--- src/design/token_grammar_mask_tracker_unit_assert.svh ---
// Assertion macros for the token grammar mask tracker.
`ifndef TOKEN_GRAMMAR_MASK_TRACKER_UNIT_ASSERT_SVH
`define TOKEN_GRAMMAR_MASK_TRACKER_UNIT_ASSERT_SVH

// Checked only while out of reset.
`define TGMT_ASSERT(name, prop, msg) \
    name: assert property (@(posedge clk) disable iff (!rst_n) (prop)) else $error(msg);

// Checked at every edge, reset included.
`define TGMT_ASSERT_ALWAYS(name, prop, msg) \
    name: assert property (@(posedge clk) (prop)) else $error(msg);

`endif

--- src/design/tgmt_pkg.sv ---
// Types, constants and the next-kind mask function of the grammar tracker.
package tgmt_pkg;

    localparam int KIND_W  = 4;
    localparam int MASK_W  = 10;
    localparam int LIMIT_W = 4;
    localparam int COUNT_W = 4;
    localparam int EVENT_W = 16;

    localparam logic [LIMIT_W-1:0] LIMIT_RESET = 4'd4;
    localparam logic [COUNT_W-1:0] COUNT_MAX   = {COUNT_W{1'b1}};
    localparam logic [EVENT_W-1:0] EVENT_MAX   = {EVENT_W{1'b1}};

    typedef enum logic [KIND_W-1:0] {
        KIND_END       = 4'd0,
        KIND_SHIFT     = 4'd1,
        KIND_TIME      = 4'd2,
        KIND_METER     = 4'd3,
        KIND_EIGHTH    = 4'd4,
        KIND_STRUCTURE = 4'd5,
        KIND_KEY       = 4'd6,
        KIND_CHORD     = 4'd7,
        KIND_PITCH     = 4'd8,
        KIND_DURATION  = 4'd9
    } kind_t;

    typedef enum logic [2:0] {
        FIELD_NONE      = 3'd0,
        FIELD_TIME      = 3'd1,
        FIELD_RHYTHM    = 3'd2,
        FIELD_STRUCTURE = 3'd3,
        FIELD_KEY       = 3'd4,
        FIELD_CHORD     = 3'd5,
        FIELD_MELODY    = 3'd6
    } field_t;

    typedef enum logic [1:0] {
        PEND_NONE  = 2'd0,
        PEND_METER = 2'd1,
        PEND_PITCH = 2'd2
    } pend_t;

    // Kinds that may follow, from the state after the update.
    function automatic logic [MASK_W-1:0] grammar_mask(
        input field_t             last_field,
        input pend_t              pending,
        input logic               shifting,
        input logic [COUNT_W-1:0] shift_count,
        input logic               has_payload,
        input logic [LIMIT_W-1:0] limit
    );
        logic [MASK_W-1:0] m;
        m = '0;
        m[KIND_END]   = has_payload;
        m[KIND_SHIFT] = (has_payload || shifting) && (shift_count < limit);
        case (pending)
            PEND_METER:
            begin
                m[KIND_EIGHTH] = 1'b1;
            end
            PEND_PITCH:
            begin
                m[KIND_DURATION] = 1'b1;
                m[KIND_PITCH]    = 1'b1;
            end
            default:
            begin
                m[KIND_TIME]      = (last_field < FIELD_TIME);
                m[KIND_METER]     = (last_field < FIELD_RHYTHM);
                m[KIND_EIGHTH]    = (last_field < FIELD_RHYTHM);
                m[KIND_STRUCTURE] = (last_field < FIELD_STRUCTURE);
                m[KIND_KEY]       = (last_field < FIELD_KEY);
                m[KIND_CHORD]     = (last_field < FIELD_CHORD);
                m[KIND_PITCH]     = 1'b1;
            end
        endcase
        return m;
    endfunction

endpackage

--- src/design/tgmt_token_if.sv ---
// Input channel: one token kind per word.
interface tgmt_token_if;
    import tgmt_pkg::*;

    logic              valid;
    logic              ready;
    logic [KIND_W-1:0] token_kind;

    modport source (output valid, output token_kind, input ready);
    modport sink (input valid, input token_kind, output ready);
endinterface

--- src/design/tgmt_result_if.sv ---
// Output channel: allowed-kind mask and status per word.
interface tgmt_result_if;
    import tgmt_pkg::*;

    logic               valid;
    logic               ready;
    logic [MASK_W-1:0]  allowed_kinds;
    logic               ended;
    logic               bad_token;
    logic [EVENT_W-1:0] event_count;

    modport source (output valid, output allowed_kinds, output ended, output bad_token,
                    output event_count, input ready);
    modport sink (input valid, input allowed_kinds, input ended, input bad_token,
                  input event_count, output ready);
endinterface

--- src/design/token_grammar_mask_tracker_unit.sv ---
// A token moves into the input reg, then into the result reg, where its result word is shown.
// One token per cycle unless results stall; state updates as a word moves into the result reg.
// The input stage keeps taking tokens while a result waits, up to one held word.
// Reset (rst_n low, async) clears grammar state, event count and valids; shift limit goes to 4.
// Write the shift limit via cfg_wen / cfg_wdata only while idle; the unit does not enforce it.
module token_grammar_mask_tracker_unit (
    input  logic                          clk,
    input  logic                          rst_n,
    input  logic                          cfg_wen,
    input  logic [tgmt_pkg::LIMIT_W-1:0]  cfg_wdata,
    tgmt_token_if.sink                    tokens,
    tgmt_result_if.source                 results
);
    import tgmt_pkg::*;

    `include "token_grammar_mask_tracker_unit_assert.svh"

    logic [LIMIT_W-1:0] shift_limit_reg;

    logic              s1_valid_reg;
    logic [KIND_W-1:0] s1_kind_reg;
    logic              out_valid_reg;
    logic              advance;

    field_t             last_field_reg, last_field_next;
    pend_t              pending_reg, pending_next;
    logic               shifting_reg, shifting_next;
    logic [COUNT_W-1:0] shift_count_reg, shift_count_next;
    logic               has_payload_reg, has_payload_next;
    logic [EVENT_W-1:0] events_reg, events_next;

    logic [MASK_W-1:0]  mask_reg;
    logic               ended_reg, ended_next;
    logic               bad_reg, bad_next;

    assign advance      = s1_valid_reg && (!out_valid_reg || results.ready);
    assign tokens.ready = !s1_valid_reg || advance;

    always_ff @(posedge clk or negedge rst_n)
    begin
        if (!rst_n)
            shift_limit_reg <= LIMIT_RESET;
        else if (cfg_wen)
            shift_limit_reg <= cfg_wdata;
    end

    always_ff @(posedge clk or negedge rst_n)
    begin
        if (!rst_n)
            s1_valid_reg <= 1'b0;
        else if (tokens.valid && tokens.ready)
            s1_valid_reg <= 1'b1;
        else if (advance)
            s1_valid_reg <= 1'b0;
    end

    always_ff @(posedge clk)
    begin
        if (tokens.valid && tokens.ready)
            s1_kind_reg <= tokens.token_kind;
    end

    always_comb
    begin
        last_field_next  = last_field_reg;
        pending_next     = pending_reg;
        shifting_next    = shifting_reg;
        shift_count_next = shift_count_reg;
        has_payload_next = has_payload_reg;
        events_next      = events_reg;
        ended_next       = 1'b0;
        bad_next         = 1'b0;
        case (kind_t'(s1_kind_reg))
            KIND_END:
            begin
                ended_next = 1'b1;
            end
            KIND_SHIFT:
            begin
                // first shift after a payload closes the event
                if (!shifting_reg && has_payload_reg)
                begin
                    if (events_reg != EVENT_MAX)
                        events_next = events_reg + 1'b1;
                    has_payload_next = 1'b0;
                    last_field_next  = FIELD_NONE;
                    pending_next     = PEND_NONE;
                end
                shifting_next = 1'b1;
                if (shift_count_reg != COUNT_MAX)
                    shift_count_next = shift_count_reg + 1'b1;
            end
            KIND_TIME, KIND_METER, KIND_EIGHTH, KIND_STRUCTURE, KIND_KEY, KIND_CHORD,
            KIND_PITCH, KIND_DURATION:
            begin
                shifting_next    = 1'b0;
                shift_count_next = '0;
                has_payload_next = 1'b1;
                pending_next     = PEND_NONE;
                case (kind_t'(s1_kind_reg))
                    KIND_TIME:      last_field_next = FIELD_TIME;
                    KIND_METER:
                    begin
                        last_field_next = FIELD_RHYTHM;
                        pending_next    = PEND_METER;
                    end
                    KIND_EIGHTH:    last_field_next = FIELD_RHYTHM;
                    KIND_STRUCTURE: last_field_next = FIELD_STRUCTURE;
                    KIND_KEY:       last_field_next = FIELD_KEY;
                    KIND_CHORD:     last_field_next = FIELD_CHORD;
                    KIND_PITCH:
                    begin
                        last_field_next = FIELD_MELODY;
                        pending_next    = PEND_PITCH;
                    end
                    default:        last_field_next = FIELD_MELODY;
                endcase
            end
            default:
            begin
                bad_next = 1'b1;
            end
        endcase
    end

    always_ff @(posedge clk or negedge rst_n)
    begin
        if (!rst_n)
        begin
            last_field_reg  <= FIELD_NONE;
            pending_reg     <= PEND_NONE;
            shifting_reg    <= 1'b0;
            shift_count_reg <= '0;
            has_payload_reg <= 1'b0;
            events_reg      <= '0;
            out_valid_reg   <= 1'b0;
        end
        else
        begin
            if (advance)
            begin
                last_field_reg  <= last_field_next;
                pending_reg     <= pending_next;
                shifting_reg    <= shifting_next;
                shift_count_reg <= shift_count_next;
                has_payload_reg <= has_payload_next;
                events_reg      <= events_next;
                out_valid_reg   <= 1'b1;
            end
            else if (results.ready)
                out_valid_reg <= 1'b0;
        end
    end

    always_ff @(posedge clk)
    begin
        if (advance)
        begin
            mask_reg  <= grammar_mask(last_field_next, pending_next, shifting_next,
                                      shift_count_next, has_payload_next,
                                      shift_limit_reg);
            ended_reg <= ended_next;
            bad_reg   <= bad_next;
        end
    end

    // event count only moves on a load, so it tracks the held word
    assign results.valid         = out_valid_reg;
    assign results.allowed_kinds = mask_reg;
    assign results.ended         = ended_reg;
    assign results.bad_token     = bad_reg;
    assign results.event_count   = events_reg;

    `TGMT_ASSERT(a_events_monotonic, 1'b1 |=> events_reg >= $past(events_reg), "event count fell")
    `TGMT_ASSERT(a_count_implies_shifting, (shift_count_reg == '0) || shifting_reg, "shift run without shifting")
    `TGMT_ASSERT(a_meter_in_rhythm, pending_reg != PEND_METER || last_field_reg == FIELD_RHYTHM, "meter pending outside rhythm")
    `TGMT_ASSERT(a_bad_keeps_state, advance && bad_next |=> $stable(events_reg) && $stable(last_field_reg) && $stable(shift_count_reg), "unknown kind changed state")

endmodule

--- src/flat_wrapper.sv ---
// flat-port wrapper written by rule: the top's interface ports become plain ports
module token_grammar_mask_tracker_unit_flat import tgmt_pkg::*;
  (clk, rst_n, cfg_wen, cfg_wdata, tokens_valid, tokens_token_kind, tokens_ready, results_valid, results_allowed_kinds, results_ended, results_bad_token, results_event_count, results_ready);
  tgmt_token_if tokens_i ();
  tgmt_result_if results_i ();
  input  logic clk;
  input  logic rst_n;
  input  logic cfg_wen;
  input  logic [tgmt_pkg::LIMIT_W-1:0] cfg_wdata;
  input wire logic [$bits(tokens_i.valid)-1:0] tokens_valid;
  input wire logic [$bits(tokens_i.token_kind)-1:0] tokens_token_kind;
  output wire logic [$bits(tokens_i.ready)-1:0] tokens_ready;
  output wire logic [$bits(results_i.valid)-1:0] results_valid;
  output wire logic [$bits(results_i.allowed_kinds)-1:0] results_allowed_kinds;
  output wire logic [$bits(results_i.ended)-1:0] results_ended;
  output wire logic [$bits(results_i.bad_token)-1:0] results_bad_token;
  output wire logic [$bits(results_i.event_count)-1:0] results_event_count;
  input wire logic [$bits(results_i.ready)-1:0] results_ready;
  assign tokens_i.valid = tokens_valid;
  assign tokens_i.token_kind = tokens_token_kind;
  assign tokens_ready = tokens_i.ready;
  assign results_valid = results_i.valid;
  assign results_allowed_kinds = results_i.allowed_kinds;
  assign results_ended = results_i.ended;
  assign results_bad_token = results_i.bad_token;
  assign results_event_count = results_i.event_count;
  assign results_i.ready = results_ready;
  token_grammar_mask_tracker_unit u_core (.clk(clk), .rst_n(rst_n), .cfg_wen(cfg_wen), .cfg_wdata(cfg_wdata), .tokens(tokens_i), .results(results_i));
endmodule
--- config.mk ---
export PLATFORM = sky130hd
export DESIGN_NAME = token_grammar_mask_tracker_unit_flat
export DESIGN_NICKNAME = d
export VERILOG_FILES = /design/src/design/tgmt_pkg.sv /design/src/design/tgmt_token_if.sv /design/src/design/tgmt_result_if.sv /design/src/design/token_grammar_mask_tracker_unit.sv /design/src/flat_wrapper.sv
export VERILOG_INCLUDE_DIRS = /design/src /design/src/design
export SDC_FILE = /design/constraint.sdc
export NUM_CORES = 1
export LEC_CHECK = 0
export BUFFER_PORTS_ARGS = -buffer_cell sky130_fd_sc_hd__buf_2
export CORE_MARGIN = 2
export CORE_UTILIZATION = 25
export CTS_CLUSTER_SIZE = 8
export DETAILED_ROUTE_END_ITERATION = 12
export PLACE_DENSITY = 0.46
export SLEW_MARGIN = 20
export SYNTH_ARGS = -nofsm -noshare
export SYNTH_HDL_FRONTEND = slang
export SYNTH_SLANG_ARGS = --single-unit
--- constraint.sdc ---
create_clock -name clk -period 2.9 [get_ports clk]
set_input_delay 0.435 -clock clk [delete_from_list [all_inputs] [get_ports clk]]
set_output_delay 0.435 -clock clk [all_outputs]
set_load 0.1 [all_outputs]
==> results.cfg <==
[die]
dieArea_sq_um = 10400
num_io_pins = 43
die_h_microns = 102
coreArea_sq_um = 9280
row_count = 35
start_util_pct = 25.8
die_x_microns = 102

[critical_path]
reg2reg_slack_ps = 390
worstSetupPathType = flop to flop
cp.buffers_inverters = 0
startpoint = u_core.s1_kind_reg[1]
crit_chain = nor3_4 > nand2_1 > a31oi_2 > o21ai_0 > ha_1 > nor2b_1 > o21ai_0 > nand2b_1 > a211oi_1 > o31a_1
crit_slowest_cell = edfxtp_1
critPathRequiredTime_ps = 3060
r2r_start = u_core.s1_kind_reg[1]
worstPathArrival_ps = 2670
rr_endpoint = u_core.results.allowed_kinds[1]
r2r.worst_path.cells = 10
path_delay_family = compound AO/OA/AOI/OAI gates
critPathMaxStageDelay_ps = 540
cp_common_cell = o21ai_0
cp-start-kind = flop
end_kind = flop
critPathMaxFanout = 9

[route]
wl_met2_microns = 2250
top_layer = met4
wl_met3_microns = 210
num_vias = 1754
antenna_left = 0
viasPerCell = 4.45
wl_met1_microns = 2390
finalWirelength_microns = 4910
wl_per_cell_microns = 12.5
drt_iter0_markers = 49
dr.pass1.iters = 4
remaining_drc_errors = 0

[synth]
ys.flop_type = dfrtp_1
synth_area_per_cell_sq_um = 11.0
async_flop_share_pct = 67.3
ys_ff_latch = 49
netlist_instances = 217
yosys_warnings = 0
synth_edf_count = 16
ys_seq_area_share_pct = 54.7
synth_cell_type_count = 49
synth.net_count = 237
syn_area_sq_um = 2390

[final_layout]
largest_register_ffs = 16
layout_commonest_cell = buf_2
diodes = 0
layout_common_cells = buf_2 (42), dfrtp_1 (32), nand2_1 (22)
final_layout_size_suffix_gt1_share_pct = 24.9
fin_nets = 284
syn_to_final_growth_pct = 19.0

[power]
p_seq_share_pct = 48.2
powerDensity_nw_per_um2 = 606
vdd_drop_max_v = 0.000729
p_leak_uw = 0.00129
p_int_uw = 1080
sw_frac_of_total_pct = 37.6
clkPwrFrac_pct = 24.6
power_frac_comb_pct = 27.3
total_power_uw = 1730
switchingPower_uw = 649

[global_route]
grt_max_degree = 34
grt_pass1_wl_microns = 8300
grt-ovfl-total = 0
track_usage_pct = 10.2
antenna_found_initial = 0
grt_pass1_vias = 1713

[placement]
numPortBuffers = 42
hpwl_microns = 3550
gp_routability_congestion = 0.777

[sta]
slew_headroom_pct = 46.7
min_period_over_period_pct = 86.4
tns_ps = 0
skew_ps = 12.0
finalHoldViolations = 0
setup_viol = 0
tightest_slew_ps = 800
rsz0062_at_grt = no
slew_viol_final = 0
fin_crit_ps = 2510
fmax_mhz = 399

[cts]
cts_made_buffers = 5
clock_latency_ps = 300
cts_tree = yes
cts_setup_buffers = 0
cts.htree.levels = 2
clock_sinks = 49
clk_path_buf_depth = 2
cts-root-buf = clkbuf_8
holdBufCountCts = 0
cts_resized = 0
clk_pin_slew_worst_paths_ps = 90

[flow_run]
max_cap_viol_count = 0

[worst_hold_path]
hold_class = primary input to asynchronous set/reset pin

[run_status]
status = complete, no violations
worst register-to-register path, stage by stage, from the launching register on:
cell and delay [ps]:
edfxtp_1 540, nor3_4 240, nand2_1 120, a31oi_2 290, o21ai_0 160, ha_1 300
nor2b_1 130, o21ai_0 130, nand2b_1 70, a211oi_1 230, o31a_1 170
power groups by stage:
stage | clock network, uW | registers (uW) | logic, uW
detailed placement | 0 | 847 | 474
finish | 424 | 832 | 470
floorplan | 0 | 1080 | 144
global placement | 0 | 846 | 471
CTS | 447 | 832 | 475
global route | 477 | 843 | 501
logic make-up (layout without fill, tap and decap cells):
kind of cell / count (synthesis) / after routing / synth area share (%)
AOI/OAI and AO/OA: 46 / 46 / 13.4
buffers and inverters: 18 / 66 / 3.56
adders and majority gates: 7 / 7 / 3.66
xor gates and xnor gates: 15 / 15 / 5.49
DFF: 49 / 49 / 54.7
and+or+nand+nor: 80 / 80 / 18.3
muxes: 2 / 2 / 0.941
Yosys cell counts (3+ instances only):
library cell,count,share of area (%)
nand4_1,3,0.78
ha_1,7,3.7
nand2_1,22,3.5
o21ai_0,15,3.1
inv_1,13,2.0
xnor2_1,6,2.2
dfrtp_1,32,33
nor3_1,4,0.84
or2_2,3,0.78
nor2b_1,3,0.78
nand3_1,8,1.7
and2_1,4,1.0
nor4_1,3,0.78
xor2_1,9,3.3
nand2b_1,3,0.78
edfxtp_1,16,20
nor2_1,13,2.0
o21a_1,3,0.94
a21oi_1,11,2.3
worst max-delay path by stage:
stage	slack [ps]	end	cells after the start
after floorplan	450	u_core.results.event_count[1]	5
after global placement	490	u_core.results.allowed_kinds[1]	10
after detailed placement	410	u_core.results.allowed_kinds[1]	10
after CTS	380	u_core.results.allowed_kinds[1]	10
after global routing	130	u_core.results.allowed_kinds[1]	10
final	390	u_core.results.allowed_kinds[1]	10
area by class of cell:
class / count / area [sq um]
Clock buffer: 6 / 82.6
Tap cell: 129 / 161
Clock inverter: 2 / 13.8
Timing Repair Buffer: 45 / 233
Sequential cell: 49 / 1310
Fill cell: 1029 / 6440
Inverter: 13 / 48.8
Multi-Input combinational cell: 150 / 1000
stage by stage:
step / cells / hold slack [ps] / utilization, % / area (sq um) / setup WS [ps]
after floorplan: 217 / 139 / - / 2390 / 446
after global placement: 386 / 468 / 29.6 / 2750 / 487
after detailed placement: 386 / 480 / 29.6 / 2750 / 408
after CTS: 394 / 247 / 30.7 / 2850 / 378
after global routing: 394 / 265 / 30.7 / 2850 / 131
final: 394 / 219 / 30.7 / 2850 / 394
per-layer routing:
layer / global-route usage (%) / vias up
met1: 13.2 / 839
met5: 0 / -
li1: - / 869
met3: 2.60 / 5
met2: 16.8 / 41
met4: 3.38 / 0
(Power assumes the default switching activity.)
